[src/rtl/ppmg_pkg.sv]
// shared types and codes for the ppm p6 gray decoder
`default_nettype none

package ppmg_pkg;

    typedef enum logic [1:0] {
        KIND_HEADER = 2'd0,
        KIND_PIXEL  = 2'd1,
        KIND_ERROR  = 2'd2
    } kind_t;

    typedef enum logic [1:0] {
        ERR_MAGIC     = 2'd0,
        ERR_MALFORMED = 2'd1,
        ERR_TOO_LARGE = 2'd2
    } err_t;

    typedef struct packed {
        kind_t       kind;
        logic [7:0]  gray;
        logic [12:0] width;
        logic [12:0] height;
        logic [15:0] max_value;
        err_t        error_code;
        logic        last_pixel;
    } result_t;

    localparam logic [7:0] CHAR_P     = 8'h50;
    localparam logic [7:0] CHAR_6     = 8'h36;
    localparam logic [7:0] CHAR_LF    = 8'h0a;
    localparam logic [7:0] CHAR_HASH  = 8'h23;
    localparam logic [7:0] CHAR_ZERO  = 8'h30;
    localparam logic [7:0] CHAR_NINE  = 8'h39;
    localparam logic [20:0] MAXVAL_LIMIT = 21'd65535;

endpackage

`default_nettype wire

[src/rtl/ppm_p6_gray_decoder.sv]
// ppm p6 byte stream decoder producing header, gray pixel and error results
//
// input channel: one file byte per request on data_byte, with file_start
// high on the first byte of a file; in_valid / in_stall handshake.
// output channel: one result per request (header, gray pixel or error)
// on kind and its fields; out_valid / out_stall handshake.
// bytes that finish no result are absorbed without any output.
// a byte passes the input register, then parser logic into the result
// register. throughput: one byte per cycle while out_stall is low; the
// parser state updates once per byte. reset clears the valid bits of
// both registers and returns the parser to the start of a file; file_start
// does the same for the byte that carries it. a stalled receiver holds
// the result register; the held byte then waits in the input register
// and in_stall rises until the result is taken. after an error, the last
// pixel or a zero width or height, all bytes are dropped until file_start.
`default_nettype none

module ppm_p6_gray_decoder #(
    parameter int unsigned MAX_DIMENSION = 4096
) (
    input  wire logic        clk,
    input  wire logic        rst_n,
    input  wire logic        in_valid,
    output logic             in_stall,
    input  wire logic [7:0]  data_byte,
    input  wire logic        file_start,
    output logic             out_valid,
    input  wire logic        out_stall,
    output logic [1:0]       kind,
    output logic [7:0]       gray,
    output logic [12:0]      width,
    output logic [12:0]      height,
    output logic [15:0]      max_value,
    output logic [1:0]       error_code,
    output logic             last_pixel
);
    import ppmg_pkg::*;

    logic       held_valid;
    logic [7:0] held_byte;
    logic       held_start;
    logic       free;
    logic       step;
    logic       res_valid;
    result_t    res;
    result_t    out_res;

    assign step = held_valid && free;

    ppmg_in_reg u_in (
        .clk        (clk),
        .rst_n      (rst_n),
        .in_valid   (in_valid),
        .in_stall   (in_stall),
        .data_byte  (data_byte),
        .file_start (file_start),
        .take       (free),
        .held_valid (held_valid),
        .held_byte  (held_byte),
        .held_start (held_start)
    );

    ppmg_parse #(
        .MAX_DIMENSION (MAX_DIMENSION)
    ) u_parse (
        .clk        (clk),
        .rst_n      (rst_n),
        .step       (step),
        .data_byte  (held_byte),
        .file_start (held_start),
        .res_valid  (res_valid),
        .res        (res)
    );

    ppmg_out_reg u_out (
        .clk       (clk),
        .rst_n     (rst_n),
        .load      (step),
        .res_valid (res_valid),
        .res       (res),
        .free      (free),
        .out_valid (out_valid),
        .out_stall (out_stall),
        .out_res   (out_res)
    );

    assign kind       = out_res.kind;
    assign gray       = out_res.gray;
    assign width      = out_res.width;
    assign height     = out_res.height;
    assign max_value  = out_res.max_value;
    assign error_code = out_res.error_code;
    assign last_pixel = out_res.last_pixel;

endmodule

`default_nettype wire

[src/rtl/ppmg_in_reg.sv]
// input register stage with stall back to the sender
`default_nettype none

module ppmg_in_reg (
    input  wire logic       clk,
    input  wire logic       rst_n,
    input  wire logic       in_valid,
    output logic            in_stall,
    input  wire logic [7:0] data_byte,
    input  wire logic       file_start,
    input  wire logic       take,
    output logic            held_valid,
    output logic [7:0]      held_byte,
    output logic            held_start
);
    import ppmg_pkg::*;

    logic       valid_reg;
    logic       valid_next;
    logic [7:0] byte_reg;
    logic       start_reg;

    // held request blocks the port until the parser takes it
    assign in_stall   = valid_reg && !take;
    assign valid_next = in_stall ? 1'b1 : in_valid;

    always_ff @(posedge clk or negedge rst_n)
    begin
        if (!rst_n)
        begin
            valid_reg <= 1'b0;
        end
        else
        begin
            valid_reg <= valid_next;
        end
    end

    always_ff @(posedge clk)
    begin
        if (in_valid && !in_stall)
        begin
            byte_reg  <= data_byte;
            start_reg <= file_start;
        end
    end

    assign held_valid = valid_reg;
    assign held_byte  = byte_reg;
    assign held_start = start_reg;

endmodule

`default_nettype wire

[src/rtl/ppmg_parse.sv]
// header parser state, pixel averaging and result formation
`default_nettype none

module ppmg_parse #(
    parameter int unsigned MAX_DIMENSION = 4096
) (
    input  wire logic              clk,
    input  wire logic              rst_n,
    input  wire logic              step,
    input  wire logic [7:0]        data_byte,
    input  wire logic              file_start,
    output logic                   res_valid,
    output ppmg_pkg::result_t      res
);
    import ppmg_pkg::*;

    typedef enum logic [3:0] {
        PH_MAGIC_P   = 4'd0,
        PH_MAGIC_6   = 4'd1,
        PH_THIRD     = 4'd2,
        PH_CMT_CHECK = 4'd3,
        PH_CMT_SKIP  = 4'd4,
        PH_W_SKIP    = 4'd5,
        PH_W_DIG     = 4'd6,
        PH_H_SKIP    = 4'd7,
        PH_H_DIG     = 4'd8,
        PH_M_SKIP    = 4'd9,
        PH_M_DIG     = 4'd10,
        PH_TO_NL     = 4'd11,
        PH_PIXELS    = 4'd12,
        PH_HALT      = 4'd13
    } phase_t;

    localparam logic [20:0] DIM_LIMIT = 21'(MAX_DIMENSION);

    function automatic logic is_space(input logic [7:0] c);
        return c == 8'h20 || c == 8'h09 || c == 8'h0a || c == 8'h0b ||
               c == 8'h0c || c == 8'h0d;
    endfunction

    function automatic logic is_digit(input logic [7:0] c);
        return c >= CHAR_ZERO && c <= CHAR_NINE;
    endfunction

    // floor(x/3) for x below 768 by reciprocal multiply
    function automatic logic [7:0] div3(input logic [9:0] x);
        logic [20:0] p;
        p = 21'(x) * 21'd683;
        return p[18:11];
    endfunction

    phase_t      phase_reg, phase_next, eff_phase, skip_base;
    logic [16:0] acc_reg, acc_next, eff_acc;
    logic [12:0] w_reg, w_next, eff_w;
    logic [12:0] h_reg, h_next, eff_h;
    logic [15:0] maxv_reg, maxv_next, eff_maxv;
    logic [12:0] col_reg, col_next, eff_col;
    logic [12:0] row_reg, row_next, eff_row;
    logic [1:0]  idx_reg, idx_next, eff_idx;
    logic [9:0]  sum_reg, sum_next, eff_sum, sum_add;
    logic [3:0]  digit;
    logic [20:0] acc_val;
    logic [20:0] limit;
    logic        do_skip;
    logic        do_nl;
    logic        col_end;
    logic        row_end;
    logic        is_last;
    logic        emit;
    kind_t       kind_c;
    err_t        err_c;
    logic [7:0]  gray_c;
    logic        last_c;

    always_comb
    begin
        // a file start clears everything before the byte is parsed
        eff_phase = file_start ? PH_MAGIC_P : phase_reg;
        eff_acc   = file_start ? 17'd0 : acc_reg;
        eff_w     = file_start ? 13'd0 : w_reg;
        eff_h     = file_start ? 13'd0 : h_reg;
        eff_maxv  = file_start ? 16'd0 : maxv_reg;
        eff_col   = file_start ? 13'd0 : col_reg;
        eff_row   = file_start ? 13'd0 : row_reg;
        eff_idx   = file_start ? 2'd0 : idx_reg;
        eff_sum   = file_start ? 10'd0 : sum_reg;

        digit   = 4'(data_byte - CHAR_ZERO);
        acc_val = 21'({eff_acc, 3'b000}) + 21'({eff_acc, 1'b0}) + 21'(digit);
        limit   = (eff_phase == PH_M_DIG) ? MAXVAL_LIMIT : DIM_LIMIT;
        sum_add = eff_sum + 10'(data_byte);
        col_end = (14'(eff_col) + 14'd1) >= 14'(eff_w);
        row_end = (14'(eff_row) + 14'd1) >= 14'(eff_h);
        is_last = col_end && row_end;

        phase_next = eff_phase;
        acc_next   = eff_acc;
        w_next     = eff_w;
        h_next     = eff_h;
        maxv_next  = eff_maxv;
        col_next   = eff_col;
        row_next   = eff_row;
        idx_next   = eff_idx;
        sum_next   = eff_sum;
        do_skip    = 1'b0;
        do_nl      = 1'b0;
        skip_base  = PH_W_SKIP;
        emit       = 1'b0;
        kind_c     = KIND_HEADER;
        err_c      = ERR_MAGIC;
        gray_c     = 8'd0;
        last_c     = 1'b0;

        case (eff_phase)
            PH_MAGIC_P, PH_MAGIC_6:
            begin
                if (data_byte != ((eff_phase == PH_MAGIC_P) ? CHAR_P : CHAR_6))
                begin
                    phase_next = PH_HALT;
                    emit       = 1'b1;
                    kind_c     = KIND_ERROR;
                    err_c      = ERR_MAGIC;
                end
                else
                begin
                    phase_next = (eff_phase == PH_MAGIC_P) ? PH_MAGIC_6 : PH_THIRD;
                end
            end
            PH_THIRD, PH_CMT_CHECK:
            begin
                // a newline right after the magic is eaten, else look for comment
                if (eff_phase == PH_THIRD && data_byte == CHAR_LF)
                begin
                    phase_next = PH_CMT_CHECK;
                end
                else if (data_byte == CHAR_HASH)
                begin
                    phase_next = PH_CMT_SKIP;
                end
                else
                begin
                    do_skip   = 1'b1;
                    skip_base = PH_W_SKIP;
                end
            end
            PH_CMT_SKIP:
            begin
                if (data_byte == CHAR_LF)
                begin
                    phase_next = PH_CMT_CHECK;
                end
            end
            PH_W_SKIP, PH_H_SKIP, PH_M_SKIP:
            begin
                do_skip   = 1'b1;
                skip_base = eff_phase;
            end
            PH_W_DIG, PH_H_DIG, PH_M_DIG:
            begin
                if (is_digit(data_byte))
                begin
                    if (acc_val > limit)
                    begin
                        phase_next = PH_HALT;
                        emit       = 1'b1;
                        kind_c     = KIND_ERROR;
                        err_c      = ERR_TOO_LARGE;
                    end
                    else
                    begin
                        acc_next = acc_val[16:0];
                    end
                end
                else
                begin
                    // terminator is looked at again in this same step
                    acc_next = 17'd0;
                    case (eff_phase)
                        PH_W_DIG:
                        begin
                            w_next    = eff_acc[12:0];
                            do_skip   = 1'b1;
                            skip_base = PH_H_SKIP;
                        end
                        PH_H_DIG:
                        begin
                            h_next    = eff_acc[12:0];
                            do_skip   = 1'b1;
                            skip_base = PH_M_SKIP;
                        end
                        default:
                        begin
                            maxv_next = eff_acc[15:0];
                            do_nl     = 1'b1;
                        end
                    endcase
                end
            end
            PH_TO_NL:
            begin
                do_nl = 1'b1;
            end
            PH_PIXELS:
            begin
                if (eff_idx < 2'd2)
                begin
                    idx_next = eff_idx + 2'd1;
                    sum_next = sum_add;
                end
                else
                begin
                    emit     = 1'b1;
                    kind_c   = KIND_PIXEL;
                    gray_c   = div3(sum_add);
                    last_c   = is_last;
                    idx_next = 2'd0;
                    sum_next = 10'd0;
                    if (is_last)
                    begin
                        phase_next = PH_HALT;
                    end
                    else if (col_end)
                    begin
                        col_next = 13'd0;
                        row_next = eff_row + 13'd1;
                    end
                    else
                    begin
                        col_next = eff_col + 13'd1;
                    end
                end
            end
            default:
            begin
                phase_next = PH_HALT;
            end
        endcase

        if (do_skip)
        begin
            if (is_space(data_byte))
            begin
                phase_next = skip_base;
            end
            else if (is_digit(data_byte))
            begin
                acc_next = 17'(digit);
                case (skip_base)
                    PH_W_SKIP: phase_next = PH_W_DIG;
                    PH_H_SKIP: phase_next = PH_H_DIG;
                    default:   phase_next = PH_M_DIG;
                endcase
            end
            else
            begin
                phase_next = PH_HALT;
                emit       = 1'b1;
                kind_c     = KIND_ERROR;
                err_c      = ERR_MALFORMED;
            end
        end

        if (do_nl)
        begin
            if (data_byte == CHAR_LF)
            begin
                col_next   = 13'd0;
                row_next   = 13'd0;
                idx_next   = 2'd0;
                sum_next   = 10'd0;
                phase_next = (w_next == 13'd0 || h_next == 13'd0) ? PH_HALT : PH_PIXELS;
                emit       = 1'b1;
                kind_c     = KIND_HEADER;
            end
            else
            begin
                phase_next = PH_TO_NL;
            end
        end
    end

    always_ff @(posedge clk or negedge rst_n)
    begin
        if (!rst_n)
        begin
            phase_reg <= PH_MAGIC_P;
            acc_reg   <= 17'd0;
            w_reg     <= 13'd0;
            h_reg     <= 13'd0;
            maxv_reg  <= 16'd0;
            col_reg   <= 13'd0;
            row_reg   <= 13'd0;
            idx_reg   <= 2'd0;
            sum_reg   <= 10'd0;
        end
        else if (step)
        begin
            phase_reg <= phase_next;
            acc_reg   <= acc_next;
            w_reg     <= w_next;
            h_reg     <= h_next;
            maxv_reg  <= maxv_next;
            col_reg   <= col_next;
            row_reg   <= row_next;
            idx_reg   <= idx_next;
            sum_reg   <= sum_next;
        end
    end

    assign res_valid      = emit;
    assign res.kind       = kind_c;
    assign res.gray       = gray_c;
    assign res.width      = w_next;
    assign res.height     = h_next;
    assign res.max_value  = maxv_next;
    assign res.error_code = err_c;
    assign res.last_pixel = last_c;

endmodule

`default_nettype wire

[src/rtl/ppmg_out_reg.sv]
// result register toward the receiver
`default_nettype none

module ppmg_out_reg (
    input  wire logic              clk,
    input  wire logic              rst_n,
    input  wire logic              load,
    input  wire logic              res_valid,
    input  wire ppmg_pkg::result_t res,
    output logic                   free,
    output logic                   out_valid,
    input  wire logic              out_stall,
    output ppmg_pkg::result_t      out_res
);
    import ppmg_pkg::*;

    logic    valid_reg;
    logic    valid_next;
    result_t res_reg;

    // register can take a new result when empty or being drained now
    assign free       = !valid_reg || !out_stall;
    assign valid_next = free ? (load && res_valid) : valid_reg;

    always_ff @(posedge clk or negedge rst_n)
    begin
        if (!rst_n)
        begin
            valid_reg <= 1'b0;
        end
        else
        begin
            valid_reg <= valid_next;
        end
    end

    always_ff @(posedge clk)
    begin
        if (load && res_valid)
        begin
            res_reg <= res;
        end
    end

    assign out_valid = valid_reg;
    assign out_res   = res_reg;

endmodule

`default_nettype wire

[config.mk]
export PLATFORM = sky130hd
export DESIGN_NAME = ppm_p6_gray_decoder
export DESIGN_NICKNAME = d
export VERILOG_FILES = /design/src/rtl/ppmg_pkg.sv /design/src/rtl/ppm_p6_gray_decoder.sv /design/src/rtl/ppmg_in_reg.sv /design/src/rtl/ppmg_parse.sv /design/src/rtl/ppmg_out_reg.sv
export SDC_FILE = /design/constraint.sdc
export NUM_CORES = 1
export LEC_CHECK = 0
export ABC_AREA = 0
export BUFFER_PORTS_ARGS = -buffer_cell sky130_fd_sc_hd__buf_2
export CAP_MARGIN = 25
export CORE_MARGIN = 1
export CORE_UTILIZATION = 50
export CTS_CLUSTER_SIZE = 8
export DETAILED_ROUTE_END_ITERATION = 6
export PLACE_DENSITY_LB_ADDON = 0.1
export SYNTH_ARGS = -nofsm -noshare
export SYNTH_HDL_FRONTEND = slang
export SYNTH_SLANG_ARGS = --single-unit
export TNS_END_PERCENT = 10
[constraint.sdc]
create_clock -name clk -period 15.5 [get_ports clk]
set_clock_uncertainty 0.05 [all_clocks]
set_input_delay 0 -clock clk [delete_from_list [all_inputs] [get_ports clk]]
set_output_delay 0 -clock clk [all_outputs]
set_load 0.03 [all_outputs]
After elaboration in Yosys (flattened, before gate mapping) --
Index checks and enable logic that the tools add are counted.
Word-level totals: register bits after elaboration 167, input bits 13, output and inout port bits 57, logic and storage cells 186
Operators by class: add/sub/neg operators 9, multipliers 1, magnitude comparators 6, equality and inequality tests 22, muxes and demuxes 99, bitwise logic cells 1, reduce and logical (&&, ||, !) cells 28
Operators with widths (number):
- two-way mux 13 bit | 22
- two-way mux 17 bit | 7
- two-way mux 16 bit | 5
- two-way mux 4 bit | 15
- two-way mux 10 bit | 5
- equality test 8 x 4 -> 1 bit, second input constant | 5
- two-way mux 2 bit | 18
- adder 13 x 1 -> 14 bit, second input constant | 2
- greater-or-equal comparator 14 x 13 -> 1 bit | 2
- adder 13 x 1 -> 13 bit, second input constant | 2
- zero test 13 bit | 2
- equality test 4 x 3 -> 1 bit, second input constant | 6
- one-hot mux 4 bit (2 select lines) | 3
- one-hot mux 4 bit (6 select lines) | 1
- adder 20 x 18 -> 21 bit | 1
- adder 21 x 4 -> 21 bit | 1
- greater-than comparator 21 bit | 1
- equality test 4 bit, second input constant | 5
- multiplier 10 x 10 -> 19 bit, second input constant | 1
- two-way mux 1 bit | 18
- equality test 8 x 6 -> 1 bit, second input constant | 2
- adder 10 x 8 -> 10 bit | 1
- equality test 4 x 2 -> 1 bit, second input constant | 2
- greater-or-equal comparator 8 x 6 -> 1 bit, second input constant | 1
- 18 further kinds | 38

Longest topological paths before layout --
word-level depth 13, depth in mapped cells 32, mapped depth without buffers 26

Cells and area by module --
From an unflattened synthesis, not the netlist that was laid out.
Second synthesis, totals: cell total of the unflattened synthesis 1322, area, all modules 12435.7 µm²
Modules (own cells, without submodules):
- ppmg_parse | times used 1, cells each 1248, area an instance 10406.2 µm², sequential area each 2527.4 µm²
- ppmg_out_reg | times used 1, cells each 59, area an instance 1695.4 µm², sequential area each 1676.6 µm²
- ppmg_in_reg | times used 1, cells each 14, area an instance 327.8 µm², sequential area each 295.3 µm²
- ppm_p6_gray_decoder | times used 1, cells each 1, area an instance 6.3 µm², sequential area each 0.0 µm²

Least setup slack after synthesis --
No wires, ideal clock.
kind flip-flop to flip-flop, from register u_in.start_reg, in the netlist u_in.held_start, to register u_out.res_reg (netlist bit u_out.out_res[0]) (enable), setup time 486 ps, arrival time 7643 ps, required time 14964 ps, setup slack 7321 ps, cell stages (with the launch flop) 24, period minus slack after synthesis 8179 ps, path through edfxtp_1 -> buf_2 -> buf_1 -> clkbuf_1 -> buf_1 -> buf_2 -> clkbuf_1 -> nor2_1 -> ha_1 -> a21oi_2 -> o211ai_2 -> and2_1 -> a41oi_1 -> xnor2_1 -> ha_1 -> nand3_1 -> or2_2 -> o221ai_1 -> o21ai_0 -> o32ai_4 -> or2_1 -> buf_6 -> a211oi_2 -> a21oi_1
Between the ends: longest elaborated chain between the ends 13
RTL lines:
- start: declaration | RTL line ppmg_in_reg.sv:21 | logic start_reg;
- start signal: assignment | RTL line ppmg_in_reg.sv:44 | start_reg <= file_start;
- two-way mux 17 bit or two-way mux 4 bit (tied branches) | RTL line ppmg_parse.sv:79, ppmg_parse.sv:78
- adder 20 x 18 -> 21 bit or equality test 4 bit (tied branches) | RTL line ppmg_parse.sv:89, ppmg_parse.sv:90, ppmg_parse.sv:114
- adder 21 x 4 -> 21 bit or two-way mux 16 bit (tied branches) | RTL line ppmg_parse.sv:89, ppmg_parse.sv:90
- greater-than comparator 21 bit | RTL line ppmg_parse.sv:162 | if (acc_val > limit)
- two-way mux 1 bit | RTL line ppmg_parse.sv:162
- two-way mux 1 bit | RTL line ppmg_parse.sv:160 | if (is_digit(data_byte))
- one-hot mux 1 bit (3 select lines) | RTL line ppmg_parse.sv:114 | case (eff_phase)
- two-way mux 1 bit | RTL line ppmg_parse.sv:245 | else if (is_digit(data_byte))
- two-way mux 1 bit | RTL line ppmg_parse.sv:241 | if (is_space(data_byte))
- two-way mux 1 bit | RTL line ppmg_parse.sv:239 | if (do_skip)
- two-way mux 1 bit | RTL line ppmg_parse.sv:265 | if (data_byte == CHAR_LF)
- two-way mux 1 bit (*) | RTL line ppmg_parse.sv:263 | if (do_nl)
- logical AND 1 bit (*) | RTL line ppmg_out_reg.sv:39 | if (load && res_valid)
- end signal: assignment | RTL line ppmg_out_reg.sv:41 | res_reg <= res;
- end: declaration | RTL line ppmg_out_reg.sv:19 | result_t res_reg;
Mark *: on every way between the ends. The rest lies on a longest branch, timed or not. A chain may end at the register's enable or synchronous reset.

Worst setup path in the final report --
from register u_in.start_reg, in the netlist u_in.held_start, to register u_out.res_reg (netlist bit u_out.out_res[52]), data pin
Between the ends: longest elaborated chain between the ends 4
RTL lines:
- branches (longest 4 deep; another with multiplier 10 x 10 -> 19 bit)
Parallel ways; which one is timed is not known.

==> results.yml <==
pwr:
  power_density_mw_per_mm2: 181
  leakagePower_nw: 6.42
  irDropWorstVdd_uv: 409
  p_total_mw: 2.50
drt:
  drt.antenna.violating_nets: 0
  initialDrtViolationCount: 707
  wl_per_cell_um: 18.1
  routed_wl_mm: 31.6
  dr.pass1.iters: 5
  route.vias.total: 10255
  drc: 0
  viasPerCell: 5.87
placement:
  dp_hpwl_mm: 23.1
  place_area_sq_mm: 0.0130
  dp_cells: 1701
  io_buffer_count: 69
  dp_slack_ns: 7.52
  place_congestion: 0.889
grt:
  grt_max_degree: 70
  grt_pass1_wl_mm: 52.1
  first_global_vias: 10020
  grt_use_total_pct: 25.8
  overflow: 0
  antenna_found_initial: 0
layout:
  post-route-util_pct: 56.7
  largest_reg_flops: 55
  final_area_sq_mm: 0.0138
  seq_area_sq_mm: 0.00450
  antenna_cells: 0
  fillers: 2199
  fin_cells: 1748
  finalNetCount: 1586
  multiInputGateArea_sq_mm: 0.00745
  syn_to_final_growth_pct: 11.4
  drive_gt1_share_pct: 11.3
timing:
  whs_ns: 0.0112
  rsz0062_at_grt: "no"
  worstMarginPinSlew_ns: 0.969
  setup_violations: 0
  fmax_mhz: 125
  timing.final.ws_setup_ns: 7.52
  slew_headroom_pct: 35.0
  final.setup.tns_ns: 0
  finalHoldViolations: 0
  maxSlewViolCount: 0
  fin_crit_sh_pct: 51.5
  period_needed_ns: 7.98
synthesis:
  yosysWarningCount: 0
  yosys.area.top_type: "dfrtp_1"
  synthCells: 1350
  synth_top_area_share_pct: 20.8
  ys_seq_elements: 167
  ys_top_cells_by_count: "nand2_1, ha_1, dfrtp_1"
  ys_types: 92
  yosys.cell_count.top_type: "nand2_1"
  synthFlopType: "dfrtp_1"
  synthArstFlopShare_pct: 61.7
  netlist_area_sq_mm: 0.0124
  syn_nets: 1525
  synthTopCellsByArea: "dfrtp_1, edfxtp_1, ha_1, nand2_1, fa_1"
  ys_seq_area_share_pct: 36.3
  avgSynthCellArea_sq_um: 9.17
  synth-edff-count: 64
clock_network:
  tritoncts: "yes"
  cts_buffers: 17
  cts.sinks: 167
  h-tree-depth: 4
  clk_pin_slew_ns: 0.08
  clk_latency_ns: 0.44
  root_buffer: "clkbuf_16"
  cts_buffer_depth: 2
floorplan:
  die_x_um: 159
  die_h_um: 159
  core_area_sq_mm: 0.0243
  initial_utilization_pct: 50.9
  fp-row-count: 57
  io_pins: 70
  dieArea_sq_mm: 0.0254
worst_setup_path:
  critPathCaptureType: "register"
  start_kind: "register"
  criticalPathCategory: "reg2reg"
  cp_max_fo: 54
  critPathArrivalTime_ns: 8.11
  required_ns: 15.63
flow_run:
  drv_cap: 0
worst_hold_path:
  holdCritPathClass: "in2async"
outcome:
  outcome: "complete, no violations"
## metal layers
metal | track usage, % | vias to the layer above | routed length (um)
met4 | 9.62 | 0 | 922
met1 | 35.4 | 4906 | 14500
met2 | 41.1 | 344 | 14300
li1 | - | 4939 | -
met5 | 0 | - | 0
met3 | 4.22 | 66 | 1790
## timing repair
| item | CTS | global route |
|---|---|---|
| setup buffers | 0 | 0 |
| hold buffers | 13 | 0 |
| resized for setup | 0 | 0 |
| endpoints found under the hold margin | 45 | 0 |
## layout by cell type, fill, tap and decap left out, drive strengths merged, types with 34 or more instances in the layout
cell type,Yosys,layout
ha,139,139
nand3,34,34
nor2b,35,35
xnor2,34,34
a21oi,74,74
buf,27,88
nand2,277,277
dfrtp,103,103
inv,50,59
edfxtp,64,64
nor2,95,95
o21ai,75,75
## kinds of logic (layout without fill, tap and decap cells)
family	count (synthesis)	in the layout	synth area share, %
simple gates	548	548	20.5
compound gates	302	302	17.3
flops	167	167	36.3
fa+ha+maj	162	162	17.8
buf+inv	109	183	3.64
xor+xnor	52	52	3.68
mux	10	10	0.839
## area by class of cell
class / instances / share of cell area [%]
Sequential cell: 167 / 32.6
Multi-Input combinational cell: 1074 / 54.0
Clock buffer: 17 / 3.08
Inverter: 50 / 1.36
Timing Repair Buffer: 101 / 4.64
Tap cell: 324 / 2.94
Clock inverter: 15 / 1.40
## power breakdown
group / switching [mW] / internal (mW) / total [mW]
Clock: 0.223 / 0.223 / 0.446
Combinational: 0.842 / 0.645 / 1.49
Sequential: 0.0467 / 0.520 / 0.567
## path summary, 6_finish.rpt
check,from,to,slack [ns],depth (start not counted)
min in group clk,data_byte[6],u_in.held_byte[6],0.21,2
max,u_in.held_start,u_out.out_res[52],7.52,26
min reg2reg,u_parse.maxv_reg[7],u_parse.maxv_reg[7],0.43,2
max in group asynchronous,rst_n,u_parse.w_reg[10],14.37,4
max reg2reg,u_in.held_start,u_out.out_res[52],7.52,26
min,rst_n,u_parse.maxv_reg[14],0.01,2
## worst max-delay path: stages, from the launching register on
cell and delay, ns:
edfxtp_1 0.32, buf_4 0.37, buf_4 0.59, nor2b_1 0.17
ha_1 0.30, a21o_1 0.17, a21oi_1 0.23, o21bai_1 0.13
a31o_2 0.27, a21oi_1 0.17, xnor2_1 0.34, ha_1 0.40
ha_1 0.33, fa_1 0.53, inv_1 0.05, fa_1 0.50
inv_1 0.05, fa_1 0.47, ha_1 0.33, a211o_1 0.28
a2111oi_2 0.39, nor3b_1 0.16, o31a_1 0.32, o41ai_2 0.34
o21ai_0 0.18, xnor2_1 0.17, nor2_1 0.05
Note: power is estimated with default switching activity, not from simulation.
